File: config.mk
export PLATFORM = sky130hd
export DESIGN_NAME = ebcm_cell
export DESIGN_NICKNAME = d
export VERILOG_FILES = /design/src/hw/rtl/assert_macros.svh /design/src/hw/rtl/ebcm_pkg.sv /design/src/hw/rtl/ebcm_cell.sv
export SDC_FILE = /design/constraint.sdc
export NUM_CORES = 2
export LEC_CHECK = 0
export BUFFER_PORTS_ARGS = -buffer_cell sky130_fd_sc_hd__buf_2
export CAP_MARGIN = 20
export CORE_MARGIN = 2
export CORE_UTILIZATION = 62
export CTS_CLUSTER_DIAMETER = 80
export DETAILED_ROUTE_END_ITERATION = 8
export PLACE_DENSITY = 0.83
export SLEW_MARGIN = 20
export SYNTH_ARGS = -nofsm -noshare
export SYNTH_HDL_FRONTEND = slang
export SYNTH_SLANG_ARGS = --single-unit
File: constraint.sdc
create_clock -name i_clk -period 22.8 [get_ports i_clk]
set_clock_uncertainty 0.15 [all_clocks]
set_input_delay 2.28 -clock i_clk [delete_from_list [all_inputs] [get_ports i_clk]]
set_output_delay 2.28 -clock i_clk [all_outputs]
set_load 0.01 [all_outputs]
File: src/hw/rtl/assert_macros.svh
// Assertion macros shared by the RTL files that carry checks.
`ifndef ASSERT_MACROS_SVH
`define ASSERT_MACROS_SVH

// Check a property on every rising clock edge outside reset.
`define ASSERT_CLK(label, prop, msg) \
    label: assert property (@(posedge i_clk) disable iff (!i_rst_n) (prop)) else $error(msg);

// Check that a condition holds in the cycle after a trigger, outside reset.
`define ASSERT_NEXT(label, trig, cons, msg) \
    label: assert property (@(posedge i_clk) disable iff (!i_rst_n) (trig) |=> (cons)) \
        else $error(msg);

`endif

File: src/hw/rtl/ebcm_pkg.sv
// Shared constants, register codes and types of the banded ERP cost matrix core.
package ebcm_pkg;

    localparam int MAX_LENGTH_DEF = 1024;
    localparam int COST_WIDTH_DEF = 48;

    localparam int LEN_W      = 11;
    localparam int SAMPLE_W   = 32;
    localparam int DIST_W     = 32;
    localparam int OUT_COST_W = 48;
    localparam int APB_DATA_W = 32;
    localparam int APB_ADDR_W = 4;
    localparam int REG_IDX_W  = 2;

    // Register indexes (byte address is four times the index)
    localparam logic [REG_IDX_W-1:0] REG_LENGTH_X   = 2'd0;
    localparam logic [REG_IDX_W-1:0] REG_LENGTH_Y   = 2'd1;
    localparam logic [REG_IDX_W-1:0] REG_BAND_WIDTH = 2'd2;
    localparam logic [REG_IDX_W-1:0] REG_GAP_VALUE  = 2'd3;

    // Configuration values seen by the datapath
    typedef struct packed {
        logic [LEN_W-1:0]           length_x;
        logic [LEN_W-1:0]           length_y;
        logic [LEN_W-1:0]           band_width;
        logic signed [SAMPLE_W-1:0] gap_value;
    } t_cfg;

    // Per-cell position flags, worked out when the cell is accepted
    typedef struct packed {
        logic first_row;   // cell lies in row one
        logic first_col;   // cell lies in column one
        logic col_edge;    // column-zero sum is finite for this row
        logic diag_edge;   // column-zero sum of the row above is finite
        logic row_edge;    // row-zero sum is finite for this column
        logic in_band;     // cell lies inside the band
        logic last;        // final cell of the matrix
    } t_cell_flags;

endpackage

File: src/hw/rtl/ebcm_cell.sv
// Cell stage: input register, add-and-min cost update, edge sums, result register.
module ebcm_cell #(
    parameter int MAX_LENGTH = ebcm_pkg::MAX_LENGTH_DEF,
    parameter int COST_WIDTH = ebcm_pkg::COST_WIDTH_DEF
) (
    input  logic                                  i_clk,
    input  logic                                  i_rst_n,
    input  logic                                  i_in_valid,
    output logic                                  o_in_ready,
    output logic                                  o_accept,
    input  logic signed [ebcm_pkg::SAMPLE_W-1:0]  i_x_sample,
    input  logic signed [ebcm_pkg::SAMPLE_W-1:0]  i_y_sample,
    input  logic [ebcm_pkg::DIST_W-1:0]           i_pair_distance,
    input  ebcm_pkg::t_cell_flags                 i_flags,
    input  logic [$clog2(MAX_LENGTH)-1:0]         i_rd_addr,
    input  logic signed [ebcm_pkg::SAMPLE_W-1:0]  i_gap_value,
    input  logic [COST_WIDTH-1:0]                 i_rd_data,
    output logic                                  o_wr_en,
    output logic [$clog2(MAX_LENGTH)-1:0]         o_wr_addr,
    output logic [COST_WIDTH-1:0]                 o_wr_data,
    output logic                                  o_out_valid,
    input  logic                                  i_out_ready,
    output logic [ebcm_pkg::OUT_COST_W-1:0]       o_cell_cost,
    output logic                                  o_in_band,
    output logic                                  o_last_cell
);

    localparam int ADDR_W = $clog2(MAX_LENGTH);
    localparam int SW     = ebcm_pkg::SAMPLE_W;
    localparam int OW     = ebcm_pkg::OUT_COST_W;
    localparam logic [COST_WIDTH-1:0] INF = {COST_WIDTH{1'b1}};

    // Sum that sticks at all ones on overflow; an infinite operand stays infinite
    function automatic logic [COST_WIDTH-1:0] sat_add(input logic [COST_WIDTH-1:0] a,
                                                      input logic [COST_WIDTH-1:0] b);
        logic [COST_WIDTH:0] s;
        s = {1'b0, a} + {1'b0, b};
        return s[COST_WIDTH] ? INF : s[COST_WIDTH-1:0];
    endfunction

    // Absolute distance of a sample from the gap value
    function automatic logic [ebcm_pkg::DIST_W-1:0] gap_dist(input logic [SW-1:0] g,
                                                             input logic [SW-1:0] s);
        logic [SW:0] d;
        logic [SW:0] nd;
        d  = {g[SW-1], g} - {s[SW-1], s};
        nd = -d;
        return d[SW] ? nd[SW-1:0] : d[SW-1:0];
    endfunction

    // Input register
    logic                         r_s1_valid;
    logic [SW-1:0]                r_x;
    logic [SW-1:0]                r_y;
    logic [ebcm_pkg::DIST_W-1:0]  r_pd;
    ebcm_pkg::t_cell_flags        r_flags;
    logic [ADDR_W-1:0]            r_addr;
    logic                         r_fwd_hit;
    logic [COST_WIDTH-1:0]        r_fwd_data;

    // Running state
    logic [COST_WIDTH-1:0] r_left, r_diag, r_colsum, r_rowsum;

    // Result register
    logic                  r_out_valid;
    logic [OW-1:0]         r_out_cost;
    logic                  r_out_in_band;
    logic                  r_out_last;

    logic                  w_fire, w_accept;
    logic [COST_WIDTH-1:0] w_dx, w_dy, w_dp, w_colsum_inc, w_rowsum_inc;
    logic [COST_WIDTH-1:0] w_up, w_left, w_diag, w_a, w_b, w_c, w_min, w_cost;
    logic [OW+COST_WIDTH-1:0] w_cost_wide;

    assign w_fire     = r_s1_valid && (!r_out_valid || i_out_ready);
    assign w_accept   = i_in_valid && (!r_s1_valid || w_fire);
    assign o_in_ready = !r_s1_valid || w_fire;
    assign o_accept   = w_accept;

    // Neighbor selection and add-and-min
    always_comb begin
        w_dx = COST_WIDTH'(gap_dist(i_gap_value, r_x));
        w_dy = COST_WIDTH'(gap_dist(i_gap_value, r_y));
        w_dp = COST_WIDTH'(r_pd);
        w_colsum_inc = sat_add(r_colsum, w_dx);
        w_rowsum_inc = sat_add(r_rowsum, w_dy);

        if (r_flags.first_col) begin
            w_diag = r_flags.diag_edge ? r_colsum : INF;
            w_left = r_flags.col_edge ? w_colsum_inc : INF;
        end else begin
            w_diag = r_diag;
            w_left = r_left;
        end

        if (r_flags.first_row) begin
            w_up = r_flags.row_edge ? w_rowsum_inc : INF;
        end else begin
            w_up = r_fwd_hit ? r_fwd_data : i_rd_data;
        end

        w_a   = sat_add(w_up, w_dx);
        w_b   = sat_add(w_left, w_dy);
        w_c   = sat_add(w_diag, w_dp);
        w_min = (w_a < w_b) ? w_a : w_b;
        if (w_c < w_min) begin
            w_min = w_c;
        end
        w_cost      = r_flags.in_band ? w_min : INF;
        w_cost_wide = {{OW{1'b0}}, w_cost};
    end

    // Store the cell's cost for the next row
    assign o_wr_en   = w_fire;
    assign o_wr_addr = r_addr;
    assign o_wr_data = w_cost;

    // Control and running state
    always_ff @(posedge i_clk) begin
        if (!i_rst_n) begin
            r_s1_valid  <= 1'b0;
            r_out_valid <= 1'b0;
            r_left      <= '0;
            r_diag      <= '0;
            r_colsum    <= '0;
            r_rowsum    <= '0;
        end else begin
            if (w_accept) begin
                r_s1_valid <= 1'b1;
            end else if (w_fire) begin
                r_s1_valid <= 1'b0;
            end

            if (w_fire) begin
                r_out_valid <= 1'b1;
            end else if (i_out_ready) begin
                r_out_valid <= 1'b0;
            end

            if (w_fire) begin
                if (r_flags.last) begin
                    r_left   <= '0;
                    r_diag   <= '0;
                    r_colsum <= '0;
                    r_rowsum <= '0;
                end else begin
                    r_left <= w_cost;
                    r_diag <= w_up;
                    if (r_flags.first_col && r_flags.col_edge) begin
                        r_colsum <= w_colsum_inc;
                    end
                    if (r_flags.first_row && r_flags.row_edge) begin
                        r_rowsum <= w_rowsum_inc;
                    end
                end
            end
        end
    end

    // Payload: capture beat, forward a same-entry write that lands with the read
    always_ff @(posedge i_clk) begin
        if (w_accept) begin
            r_x        <= i_x_sample;
            r_y        <= i_y_sample;
            r_pd       <= i_pair_distance;
            r_flags    <= i_flags;
            r_addr     <= i_rd_addr;
            r_fwd_hit  <= w_fire && (r_addr == i_rd_addr);
            r_fwd_data <= w_cost;
        end
        if (w_fire) begin
            r_out_cost    <= w_cost_wide[OW-1:0];
            r_out_in_band <= r_flags.in_band;
            r_out_last    <= r_flags.last;
        end
    end

    assign o_out_valid = r_out_valid;
    assign o_cell_cost = r_out_cost;
    assign o_in_band   = r_out_in_band;
    assign o_last_cell = r_out_last;

endmodule

==> results summary <==
The x dimension of the die came out at 243 um. The number of failing hold endpoints at the final stage is 0. The residual antenna-violating net count after detailed routing came out at 0. Subtracting the final worst setup slack from the clock period gives 22,050 ps.

The number of max-slew violations in the final report is 0. The clock net in this run drives a total of 406 sinks. The area of the core region is approximately 56,000 um^2. The count of input and output buffers came out at 308.

At the end of routability-driven placement, the weighted congestion stood at 1.07. For this run, the leading register cell type out of synthesis is sky130_fd_sc_hd__edfxtp_1. The number of global-route vias before repair is 32,800. Of the cells placed in the final design, the portion with a size suffix greater than 1 is 14.9%. IR analysis of the VDD net gives a maximum drop of between 0.0001 and 0.00015 V. The sum of internal, switching and leakage power came out at ~4.9 mW. The number of DRC markers in iteration 0 came out at around 5,400. The final reports fail on DRC. Relative to the synthesized area, the layout overhead comes to 12.7%. The sum of overflow across all layers after global routing came out at 0.

After detailed routing, the total wire length is 140,000 um. The overall global routing resource usage came out at 45.7%. The final sum of negative setup slack came out at 0 ps.

The number of nets handed over by synthesis was 4,756. The number of distinct library cells after synthesis is 119. In this run the count of I/O pins placed on the die edge is about 300. No sink is reached through more buffers than the 3 on the longest clock path. The area of the die came out at 59,100 um^2. The count of hold-fix buffers inserted at cts came out at 0.

Along the worst path, the maximum fanout reaches 36. The final hold slack came out at 304 ps. The post-route non-filler standard cell count is about 5,300. The sequential area share after synthesis came out at a little under 30%. The number of placed cells counting well taps is 5,249.

In this run the mean area of a mapped cell was 8.39 um^2. The overall via count from detail_route came out at 36,100. The post-synthesis instance area is 35,500 um^2. Headroom to the max-slew limit came out at 25.3%.

The clock network latency to the later pin of the worst-skew pair is 620 ps. Timing would allow up to 45.3 MHz. The buffer count from post-CTS setup fixing is 0. The synthesized netlist cell count came out at 4,230. The placed wire-length estimate after detailed placement is roughly 110,000 um. Setup repair after global routing left no endpoint under its margin.

The worst setup path is captured at an output port. The total of flip-flops plus latches after synthesis is 406. Once the floorplan was initialized, standard cells occupied 62.8% of the core.

The CTS tree is built. The total of endpoints with negative setup slack in the final report came out at 0. Counting stages on the worst path, the most repeated cell is sky130_fd_sc_hd__a21o_1. In this run the clock root is driven by a sky130_fd_sc_hd__clkbuf_16. The run finished, with violations left. The class of the tightest hold or removal check is reg2reg. The pre-antenna-repair detailed-routing pass consisted of 9 iterations. The post-layout net count is 5,070. The delay of the slowest critical-path stage came out at 600 ps. The first-pass GRT wire length is 205,000 um. The number of antenna violations at the first check in global routing was 4. The data required time at the worst endpoint is 20,370 ps. The detail-routed net length per standard cell is 26.3 um. The fraction of registers with async set/reset is 0%. The count of max-cap constraint violations came out at 0.

The final design utilization is 70.8%. The kind of start point of the critical path is a primary input. The number of fill cells is 4,529.

The floorplan step set the die height to 243 um. The transition time at the pin with the least slew margin came out at 1120 ps. The total leakage power is 16.8 nW. For the worst setup path, the data arrival time is 19,620 ps. The number of buffers created by CTS is 49. Counting flops with a built-in enable in the synthesized netlist gives between 200 and 250. The largest individual stage delay along the critical path comes from the cell sky130_fd_sc_hd__or3_1. The clock transition at the register clock pins on the worst setup and hold paths after CTS came out at 60 ps.

The areal power density over the cells is 122 nW/um^2. The maximum number of pins on one net before global-route repair is 107. Using the TritonRoute via totals, the vias-per-cell ratio works out to 6.76. The share of the clock period used by the worst path is between 90% and 100%. The floorplan has 87 rows. The worst setup path is of the in2out kind. The count of warnings emitted by yosys is 0. The DRC violations left came out at 3.

The number of H-tree levels is 2.
[report_power, final]
group	internal (mW)	leakage, nW	total [mW]	switching [mW]
registers	0.885	3.56	0.922	0.0374
logic	1.25	12.4	3.16	1.92
clock network	0.464	0.781	0.806	0.342
[registers in the layout, summed over array words and instances, names as in the netlist, 7 cells and up]
| register | cells |
|---|---|
| r_pd | 32 |
| o_cell_cost | 48 |
| r_rowsum | 48 |
| r_fwd_data | 48 |
| r_x | 32 |
| o_wr_addr | 10 |
| r_y | 32 |
| r_left | 48 |
| r_colsum | 48 |
| r_diag | 48 |
| r_flags | 7 |
[cells in the mapped netlist (all sizes together), types with 34 or more instances]
cell    count  area, um^2
a211oi     53         428
a21boi     70         529
a21o      140        1050
a21oi     335        1680
a22o       34         298
a22oi      62         465
a31oi      83         526
and2       45         283
buf        53         297
clkbuf    131         493
dfxtp     194        3880
edfxtp    212        6370
ha        322        4030
inv       220         826
mux2       41         462
mux2i      58         581
nand2     361        1360
nand2b     45         284
nand3      81         410
nand4      60         375
nor2      326        1220
nor2b     119         744
nor3       71         382
o211ai     39         317
o21a       66         495
o21ai     305        1550
o22a       52         455
or2        39         244
xnor2     175        1530
xor2      109         955
[placed cells by master, fill, tap and decap left out, drive strengths merged, types with 53 or more instances in the layout]
cell type / instances
a211oi: 53
a21boi: 70
a21o: 140
a21oi: 335
a22oi: 62
a31oi: 83
buf: 447
clkbuf: 62
dfxtp: 194
edfxtp: 212
ha: 322
inv: 225
mux2i: 58
nand2: 361
nand3: 81
nand4: 60
nor2: 326
nor2b: 119
nor3: 71
o21a: 66
o21ai: 305
xnor2: 175
xor2: 109
[per-stage QoR]
stage,setup WS [ps],instance area (um^2)
finish,749,40000
floorplan,3590,35500
global placement,1160,38300
global route,52.0,40000
CTS,751,39900
detailed placement,961,38300
[what timing repair did]
| item | CTS | global route |
|---|---|---|
| hold endpoints to repair | 0 | 0 |
| gates resized for setup | 0 | 10 |
| setup endpoints to repair | 0 | 47 |
[worst max-delay path: cells and delay by family]
kind | cells | cell delay, ps
AOI/OAI and AO/OA | 39 | 10070
adders and majority gates | 6 | 2020
buffers and inverters | 6 | 1090
muxes | 2 | 770
and+or+nand+nor | 15 | 3320
[path summary, 6_finish.rpt]
path                  startpoint        endpoint  slack (ps)  cells after the start
setup / recovery  i_gap_value[0]   o_wr_data[37]         750                     68
hold / removal        r_left[20]      r_left[20]         300                      2
setup reg to reg          r_y[5]  r_fwd_data[30]        4960                     66
hold reg to reg       r_left[20]      r_left[20]         300                      2
[cell families (layout without fill, tap and decap cells)]
logic type | count (synthesis) | count (layout) | synth area share [%]
multiplexers | 99 | 99 | 2.94
buffers and inverters | 404 | 757 | 4.55
adder cells (fa/ha/maj) | 329 | 329 | 11.8
AND/OR/NAND/NOR | 1260 | 1260 | 17.5
AO/OA/AOI/OAI | 1448 | 1448 | 27.4
flip-flops | 406 | 406 | 28.9
XOR/XNOR | 284 | 284 | 7.01
other | 0 | 1 | 0
[layer usage]
layer / up-vias / wire (um) / global-route usage (%)
li1: 16200 / - / -
met1: 16800 / 56200 / 65.2
met2: 2708 / 54800 / 63.3
met3: 410 / 22700 / 15.0
met4: 6 / 6780 / 18.0
met5: - / 40 / 0
[final cells by class]
type | count | area (um^2) | area share, %
antenna | 1 | 2.50 | 0.00626
sequential | 406 | 10200 | 25.6
tap | 756 | 946 | 2.37
timing repair buffer | 447 | 2640 | 6.60
clock buffer | 62 | 1310 | 3.26
clock inverter | 28 | 302 | 0.754
multi-input combinational | 3420 | 23700 | 59.3
inverter | 220 | 826 | 2.07
Power figures use the tool's default switching activity.
