--- src/hw/rtl/assert_macros.svh ---
// Assertion macros shared by the RTL files that carry checks.
`ifndef ASSERT_MACROS_SVH
`define ASSERT_MACROS_SVH

// Check a property on every rising clock edge outside reset.
`define ASSERT_CLK(label, prop, msg) \
    label: assert property (@(posedge i_clk) disable iff (!i_rst_n) (prop)) else $error(msg);

// Check that a condition holds in the cycle after a trigger, outside reset.
`define ASSERT_NEXT(label, trig, cons, msg) \
    label: assert property (@(posedge i_clk) disable iff (!i_rst_n) (trig) |=> (cons)) \
        else $error(msg);

`endif

--- src/hw/rtl/ebcm_pkg.sv ---
// Shared constants, register codes and types of the banded ERP cost matrix core.
package ebcm_pkg;

    localparam int MAX_LENGTH_DEF = 1024;
    localparam int COST_WIDTH_DEF = 48;

    localparam int LEN_W      = 11;
    localparam int SAMPLE_W   = 32;
    localparam int DIST_W     = 32;
    localparam int OUT_COST_W = 48;
    localparam int APB_DATA_W = 32;
    localparam int APB_ADDR_W = 4;
    localparam int REG_IDX_W  = 2;

    // Register indexes (byte address is four times the index)
    localparam logic [REG_IDX_W-1:0] REG_LENGTH_X   = 2'd0;
    localparam logic [REG_IDX_W-1:0] REG_LENGTH_Y   = 2'd1;
    localparam logic [REG_IDX_W-1:0] REG_BAND_WIDTH = 2'd2;
    localparam logic [REG_IDX_W-1:0] REG_GAP_VALUE  = 2'd3;

    // Configuration values seen by the datapath
    typedef struct packed {
        logic [LEN_W-1:0]           length_x;
        logic [LEN_W-1:0]           length_y;
        logic [LEN_W-1:0]           band_width;
        logic signed [SAMPLE_W-1:0] gap_value;
    } t_cfg;

    // Per-cell position flags, worked out when the cell is accepted
    typedef struct packed {
        logic first_row;   // cell lies in row one
        logic first_col;   // cell lies in column one
        logic col_edge;    // column-zero sum is finite for this row
        logic diag_edge;   // column-zero sum of the row above is finite
        logic row_edge;    // row-zero sum is finite for this column
        logic in_band;     // cell lies inside the band
        logic last;        // final cell of the matrix
    } t_cell_flags;

endpackage

--- src/hw/rtl/ebcm_sched.sv ---
// Row and column counters; position flags and row-memory read address per cell.
module ebcm_sched #(
    parameter int MAX_LENGTH = ebcm_pkg::MAX_LENGTH_DEF
) (
    input  logic                          i_clk,
    input  logic                          i_rst_n,
    input  logic                          i_accept,
    input  ebcm_pkg::t_cfg                i_cfg,
    output ebcm_pkg::t_cell_flags         o_flags,
    output logic [$clog2(MAX_LENGTH)-1:0] o_rd_addr
);

    localparam int IDX_W  = $clog2(MAX_LENGTH + 1);
    localparam int ADDR_W = $clog2(MAX_LENGTH);
    localparam int LW     = ebcm_pkg::LEN_W;
    localparam int CMP_W  = ((IDX_W > LW) ? IDX_W : LW) + 1;

    logic [IDX_W-1:0] r_row;
    logic [IDX_W-1:0] r_col;
    logic [IDX_W-1:0] n_row;
    logic [IDX_W-1:0] n_col;
    logic [IDX_W-1:0] w_col_m1;

    logic [CMP_W-1:0] w_lx_raw, w_ly_raw, w_lx, w_ly, w_bw, w_i, w_j, w_max;

    // Clamp the lengths and widen everything for compares
    always_comb begin
        w_max    = CMP_W'(MAX_LENGTH);
        w_lx_raw = CMP_W'(i_cfg.length_x);
        w_ly_raw = CMP_W'(i_cfg.length_y);
        w_bw     = CMP_W'(i_cfg.band_width);
        w_i      = CMP_W'(r_row);
        w_j      = CMP_W'(r_col);
        priority if (w_lx_raw == '0)  w_lx = CMP_W'(1);
        else if (w_lx_raw > w_max)    w_lx = w_max;
        else                          w_lx = w_lx_raw;
        priority if (w_ly_raw == '0)  w_ly = CMP_W'(1);
        else if (w_ly_raw > w_max)    w_ly = w_max;
        else                          w_ly = w_ly_raw;
    end

    // Position flags of the cell at the counters
    always_comb begin
        o_flags.first_row = (w_i == CMP_W'(1));
        o_flags.first_col = (w_j == CMP_W'(1));
        o_flags.col_edge  = (w_i <= w_bw + CMP_W'(1));
        o_flags.diag_edge = (w_i <= w_bw + CMP_W'(2));
        o_flags.row_edge  = (w_j <= w_bw + CMP_W'(1));
        o_flags.in_band   = (w_j + w_bw >= w_i) && (w_j <= w_i + w_bw);
        o_flags.last      = (w_i >= w_lx) && (w_j >= w_ly);
    end

    assign w_col_m1  = r_col - IDX_W'(1);
    assign o_rd_addr = w_col_m1[ADDR_W-1:0];

    // Advance in row-major order, wrap after the last cell
    always_comb begin
        n_row = r_row;
        n_col = r_col;
        if (w_j >= w_ly) begin
            n_col = IDX_W'(1);
            if (w_i >= w_lx) begin
                n_row = IDX_W'(1);
            end else begin
                n_row = r_row + IDX_W'(1);
            end
        end else begin
            n_col = r_col + IDX_W'(1);
        end
    end

    always_ff @(posedge i_clk) begin
        if (!i_rst_n) begin
            r_row <= IDX_W'(1);
            r_col <= IDX_W'(1);
        end else if (i_accept) begin
            r_row <= n_row;
            r_col <= n_col;
        end
    end

endmodule

--- config.mk ---
export PLATFORM = sky130hd
export DESIGN_NAME = ebcm_sched
export DESIGN_NICKNAME = d
export VERILOG_FILES = /design/src/hw/rtl/assert_macros.svh /design/src/hw/rtl/ebcm_pkg.sv /design/src/hw/rtl/ebcm_sched.sv
export SDC_FILE = /design/constraint.sdc
export NUM_CORES = 1
export LEC_CHECK = 0
export BUFFER_PORTS_ARGS = -buffer_cell sky130_fd_sc_hd__buf_2
export CAP_MARGIN = 10
export CORE_ASPECT_RATIO = 0.9
export CORE_MARGIN = 3
export CORE_UTILIZATION = 51
export CTS_BUF_LIST = sky130_fd_sc_hd__clkbuf_4 sky130_fd_sc_hd__clkbuf_8
export DETAILED_ROUTE_END_ITERATION = 8
export PLACE_DENSITY_LB_ADDON = 0.3
export SLEW_MARGIN = 20
export SYNTH_ARGS = -nofsm -noshare
export SYNTH_HDL_FRONTEND = slang
export SYNTH_SLANG_ARGS = --single-unit
--- constraint.sdc ---
create_clock -name i_clk -period 3.53 [get_ports i_clk]
set_input_delay 0.353 -clock i_clk [delete_from_list [all_inputs] [get_ports i_clk]]
set_output_delay 0.353 -clock i_clk [all_outputs]
set_load 0.02 [all_outputs]
==> results.md, run 1 <==
* Final instance area at between 5000 and 6000 um2
* Gr ovfl total at 0
* Failing checks: negative setup slack
* Gr busiest metal: met2
* Mapped Nets at 727
* Hold/Removal Path Class: in -> reg
* Share of layout cells above drive strength 1 at 0.206
* Placement Rows at 31
* Fin crit period at 3.56 ns
* Synthesis-stage register bit count at 22
* H-tree Lvls at 1
* Ys async rst share at 0
* Crit path arrival time at 3.20 ns
* Routed vias at 4538
* Worst EP required at 3.18 ns
* Critical Path Source: r_row[1]$_SDFFE_PN0P_
* Post-synth top area cell: ha_1
* Total internal power at roughly 0.00051 W
* End point of the critical path: o_flags[1]
* Switching Share at 0.397
* Clk sink count at 22
* CP max stage delay at 0.38 ns
* Initial DRC count at 286
* Warnings, synthesis at 0
* Maximum vdd drop at 0.144 mV
* Total GRT Usage at 0.277
* Status: complete, but fails checks
* Clock share of power at 0.187
* Startpoint Class: register
* Pwr dens at 167 nW/um2
* N_diodes at 0
* Post-synth EDFFs at 0
* Clock Latency Late Sink at 0.26 ns
* Area contributors post-synth: ha_1 30%, dfxtp_1 10%, xor2_1 6.8%
* M2 GR Usage at 0.478
* Lkg Pwr at 2.36 nW
* DP HPWL at around 11 mm
* Most used DFF post-synth: dfxtp_1
* Post-synth top area share at 0.302
* WS Path Type: reg -> out
* Fmax at 281 MHz
* Final setup margin at -0.0279 ns
* Met3 Use GR at 0.0350
* Vias in the first global route at 4410
* Core area at 8180 um2
* Crit-path cells: buf_4, inv_2, fa_2, nor2b_1, o21ai_2, a21oi_2, o41ai_4, xor2_1, ha_1, a2111oi_2, nand2_1, o211ai_1, a2bb2oi_1, buf_4
* Vias/cell at 6.08
* Largest net degree at the start of global routing at 20
* Crit share post-route at 1.01
* Seq/Total Area, Yosys at 0.101
* R2r endpoint: r_row[2]$_SDFFE_PN0P_
* CP Buf/Inv Count at 3
* First-pass GRT wire length at roughly 21 mm
* Effective utilization at floorplan at 0.532
* Layout Cells excl Fill at 746
* Initial antenna violation count at 0
* CP Capture Type: output pin
* R2R Path Start: r_col[0]$_SDFFE_PN1P_
* Flop pwr share at 0.301
* Root Driver: clkbuf_8
* Combinational share of power at 0.512
* Slew HR at 0.596
* Final RePlAce weighted congestion at 0.955
* CTS buffer count at 3
* Clock-pin slew on the worst setup and hold paths at about 0.08 ns
* Cell Area, Placed at roughly 4900 um2
* Skew final at 0.00281 ns
* IO buf count at 52
* Worst-Margin Slew at 0.606 ns
* Worst path slowest cell: dfxtp_4
* Largest buffer count on any clock path at 2
* Detailed Routing Iterations Pass 1 at 5
* Slack of the worst reg-to-reg path at 0.89 ns
* Synth Instances at 552
* DIE HEIGHT at 93.6 um
* Worst R2R Path Depth at 10
* Fill cell count at 742
* Setup Viol. Count Final at 1
* Final Hold Vio Count at 0
* Full die area at 9680 um2
* Yosys cell types at 61
* Wire per inst at 17.7 um
* Max-slew violation count at 0
* Max FO, Critical Path at 6
* Mapped Area at approximately 4400 um2
* Drc violations at 0
* Antenna Nets Post-Route at 0
* Net Switching at 0.000338 W
* RSZ-0062 raised after global routing: true
* Nets at 808
* Top delay family on crit path: compound AO/OA/AOI/OAI gates
* Area growth syn-to-layout at 17.3%
* I/O Pins at 85
* CTS tree: done
* Cts hold-fix bufs at 0
* Post-Syn Area per Cell at between 7 and 8 um2
* Critical path depth in cells at 14
* Total Neg Setup Slack at -0.0279 ns
* Chip Width at 103 um
* M1 GR Usage at 0.349
* Drt total wl at between 10 and 15 mm
* Max_cap viols at 0
* Critical path's most frequent cell: buf_4
* # placed instances at 740
[cell type report]
| cell class | instances | area, um2 | share of cell area |
|---|---|---|---|
| Multi-Input combinational cell | 494 | 3850 | 0.755 |
| Tap cell | 115 | 144 | 0.0282 |
| Sequential cell | 22 | 445 | 0.0873 |
| Clock buffer | 3 | 41.3 | 0.00809 |
| Timing Repair Buffer | 86 | 522 | 0.102 |
| Inverter | 26 | 97.6 | 0.0191 |
[power groups by stage]
stage               combinational [W]  sequential [W]  clock (W)
floorplan                    0.000275        0.000265          0
global placement             0.000399        0.000262          0
detailed placement           0.000415        0.000262          0
CTS                          0.000425        0.000256   0.000159
global route                 0.000486        0.000256   0.000167
finish                       0.000435        0.000256   0.000159
[per-layer routing]
metal | vias to the layer above | part of all wire
met4 | 0 | 0.031
met5 | - | 0
li1 | 2217 | -
met3 | 28 | 0.056
met2 | 146 | 0.47
met1 | 2147 | 0.44
[cells in the mapped netlist, types with 4 or more instances]
cell type / n
a21o_1: 7
xor2_1: 34
nor3_1: 21
o21bai_1: 5
nand2b_1: 11
inv_1: 24
nor4_1: 8
a21oi_1: 27
o21a_1: 13
xnor2_1: 18
nor2b_1: 10
nand2_1: 49
o21ai_1: 6
a21oi_2: 4
o211ai_1: 7
o21ai_0: 18
clkbuf_1: 7
nand3_1: 27
dfxtp_1: 22
and3_1: 6
nand4_1: 18
a31oi_1: 6
nor2_1: 39
ha_1: 105
[sequential cells by signal (all words and copies together) (netlist names)]
signal	flops
r_col	11
r_row	11
[worst min-delay path by stage]
stage                           from  cells past startpoint                    end  slack, ns
2_1_floorplan  r_row[1]$_SDFFE_PN0P_                      2  r_row[1]$_SDFFE_PN0P_       0.51
4_1_cts                      i_rst_n                      2  r_col[0]$_SDFFE_PN1P_       0.44
5_1_grt                      i_rst_n                      2  r_col[0]$_SDFFE_PN1P_       0.45
3_5_place_dp   r_col[0]$_SDFFE_PN1P_                      3  r_col[0]$_SDFFE_PN1P_       0.66
6_report                     i_rst_n                      2  r_col[0]$_SDFFE_PN1P_       0.44
3_3_place_gp   r_col[0]$_SDFFE_PN1P_                      3  r_col[0]$_SDFFE_PN1P_       0.64
[cells by family (layout without fill, tap and decap cells)]
group,count (synthesis),count (layout),synth area share
simple gates,211,211,0.249
compound gates,124,124,0.200
fa+ha+maj,107,107,0.311
xor+xnor,52,52,0.105
buf+inv,36,115,0.0345
flops,22,22,0.101
[stage by stage]
step	power (W)	hold WS, ns	worst slack, ns	util
after floorplan	0.000540	0.510	0.165	-
after global placement	0.000661	0.643	-0.00175	0.603
after detailed placement	0.000677	0.656	-0.0374	0.603
after CTS	0.000841	0.436	0.00448	0.617
after global routing	0.000910	0.451	-0.183	0.623
final	0.000851	0.444	-0.0279	0.623
[cells in the final DEF (no fill, tap or decap), drive strengths merged, types with 3 or more instances in the layout]
cell type  instances
inv               24
xnor2             18
nand3             27
a31oi              8
o21bai             5
nand2             51
o311ai             3
and3               9
nor2              39
clkbuf             3
a21o               7
ha               105
nor3              23
nor2b             10
buf               86
nor4               8
xor2              34
or3                3
o21ai             26
a211oi             6
dfxtp             22
and4               3
o21a              13
a21oi             31
nand2b            11
o211ai             7
nand4             19
[repair_timing]
action	in CTS	in global routing
pin swaps	10	9
gates cloned	0	0
setup endpoints to repair	1	1
gates resized for setup	15	12
buffers inserted	3	0
Power figures use the tool's default switching activity.
==> run 2: changes to the inputs <==
Settings changed: PLACE_DENSITY from default to 0.76, PLACE_DENSITY_LB_ADDON 0.3 to default.
==> results.md, run 2 (synthesis results as in run 1) <==
* Largest registers: r_col: 11 flops, r_row: 11 flops
* Failing checks: negative setup slack
* Antenna Nets Post-Route at 0 (unchanged)
* Initial DRC count at 263 (-8.0%)
* Vias in the first global route at 4276 (-3.0%)
* Root Driver: clkbuf_8
* DP HPWL at 10.4 mm (-2.3%)
* Worst EP required at 3.18 ns (about the same)
* Clock Latency Late Sink at 0.27 ns (about the same)
* CP max stage delay at 0.37 ns (about the same)
* Status: complete, but fails checks
* Max-slew violation count at 0 (unchanged)
* Chip Width at 103 um (unchanged)
* Slew HR at 0.598 (+0.00221)
* Full die area at 9680 um2 (unchanged)
* Most frequent cells in the layout: 102 x ha_1, 51 x buf_2, 49 x nand2_1
* Max_cap viols at 0 (unchanged)
* Crit path arrival time at 3.20 ns (about the same)
* Nets at 805 (-0.37%)
* Share of layout cells above drive strength 1 at 0.207 (+0.000655)
* RSZ-0062 raised after global routing: true
* CP Buf/Inv Count at 2 (-1)
* First-pass GRT wire length at 20.2 mm (-4.6%)
* Worst-Margin Slew at 0.602 ns (-0.00331 ns)
* Maximum vdd drop at 0.224 mV (+56%)
* Clk sink count at 22 (unchanged)
* WS Path Type: reg -> out
* Final Hold Vio Count at 0 (unchanged)
* Critical path depth in cells at 16 (+2)
* Crit-path cells: ha_4, a21o_1, a211oi_2, o21ai_2, a31o_1, a21oi_2, xor2_1, ha_1, buf_4, o21ai_2, nand2b_1, a21oi_2, nor3_1, o211ai_1, a2bb2oi_2, buf_6
* Skew final at 0.0107 ns (+0.00786 ns)
* Commonest non-fill, non-tap cell in the layout: ha_1
* Area growth syn-to-layout at 17.7%
* Drc violations at 0 (unchanged)
* Final instance area at 5120 um2 (+0.39%)
* Largest buffer count on any clock path at 2 (unchanged)
* CTS tree: done
* Worst path slowest cell: dfxtp_2
* Startpoint Class: register
* Effective utilization at floorplan at 0.532 (unchanged)
* DIE HEIGHT at 93.6 um (unchanged)
* H-tree Lvls at 1 (unchanged)
* Gr ovfl total at 0 (unchanged)
* Fmax at 281 MHz (+0.13%)
* I/O Pins at 85 (unchanged)
* Largest net degree at the start of global routing at 20 (unchanged)
* CP Capture Type: output pin
* Hold path depth at 3 (+1)
* Detailed Routing Iterations Pass 1 at 5 (unchanged)
* IO buf count at 52 (unchanged)
* Worst R2R Path Depth at 10 (unchanged)
* Crit share post-route at 1.01 (-0.00129)
* Final setup margin at -0.0233 ns (+0.00454 ns)
* CTS buffer count at 3 (unchanged)
* Cts hold-fix bufs at 0 (unchanged)
* Hold slack at 0.441 ns (-0.00253 ns)
* Hold/Removal Path Class: in -> reg
* Vias/cell at 6.13 (+0.84%)
* Top delay family on crit path: compound AO/OA/AOI/OAI gates
* Fin crit period at 3.55 ns (-0.00454 ns)
* Placement Rows at 31 (unchanged)
* Drt total wl at 12.9 mm (-2.2%)
* Max FO, Critical Path at 3 (-3)
* Wire per inst at 17.3 um (-1.9%)
* Cell Area, Placed at 4920 um2 (-0.30%)
* Total GRT Usage at 0.265 (-0.0114)
* Lkg Pwr at 2.36 nW (-0.22%)
* Final RePlAce weighted congestion at 0.951 (-0.47%)
* Pwr dens at 171 nW/um2 (+2.7%)
* Initial antenna violation count at 0 (unchanged)
* Routed vias at 4564 (+0.57%)
* Design Power at 0.000877 W (+3.1%)
* Clock-pin slew on the worst setup and hold paths at 0.09 ns (about the same)
* Total Neg Setup Slack at -0.0233 ns (+0.00454 ns)
* N_diodes at 0 (unchanged)
* Core area at 8180 um2 (unchanged)
* Pre-CTS WS at -0.0737 ns (-0.0363 ns)
* Setup Viol. Count Final at 1 (unchanged)
-- run 2: changes by cell type in the layout (fill, tap and decap cells not counted), moves of 2 or more --
cell	change
nor3_1	+2
a2111oi_4	+2
buf_4	-3
nor3_2	-2
-- run 2: worst paths after layout --
path,from,slack [ns],to
min reg2reg,r_row[1]$_SDFFE_PN0P_,0.66,r_row[1]$_SDFFE_PN0P_
max reg2reg,r_col[0]$_SDFFE_PN1P_,0.93,r_row[2]$_SDFFE_PN0P_
max,r_row[1]$_SDFFE_PN0P_,-0.02,o_flags[1]
min,i_accept,0.44,r_col[1]$_SDFFE_PN0P_
-- run 2: stage by stage --
step                      std cells   util
after floorplan                 552      -
after detailed placement        738  0.601
after global routing            744  0.626
after CTS                       743  0.615
final                           744  0.626
after global placement          738  0.601
-- run 2: where the power goes --
part	total [W]	switching, W	internal [W]
registers	0.000256	0.00000411	0.000252
clock network	0.000184	0.0000846	0.0000996
logic	0.000436	0.000251	0.000185
-- run 2: metal layers --
metal,global-route usage,wire length [um],up-vias
li1,-,-,2211
met3,0.0358,897,34
met5,0,0,-
met4,0.0690,393,0
met2,0.463,6070,178
met1,0.338,5530,2141
-- run 2: worst reg2reg max path, stage by stage, from the launching register on --
cell and delay [ns]:
dfxtp_1 0.34, buf_4 0.16, inv_1 0.07, buf_4 0.17, ha_1 0.29, nand2b_1 0.15, a31oi_2 0.19, o21ai_2 0.12
a41oi_2 0.56, nand2b_1 0.31, o211ai_1 0.13
-- run 2: cell type report --
cell class / count / area, um2
Multi-Input combinational cell: 494 / 3880
Fill cell: 707 / 3060
Timing Repair Buffer: 83 / 499
Sequential cell: 22 / 443
Tap cell: 115 / 144
Inverter: 26 / 97.6
Clock buffer: 4 / 55.1
-- run 2: repair_timing --
| item | 4_1_cts | 5_1_grt |
|---|---|---|
| resized for setup | 15 | 16 |
| pin swaps | 5 | 13 |
| setup endpoints to repair | 1 | 1 |
| setup buffers | 1 | 1 |
| hold endpoints to repair | 0 | 0 |
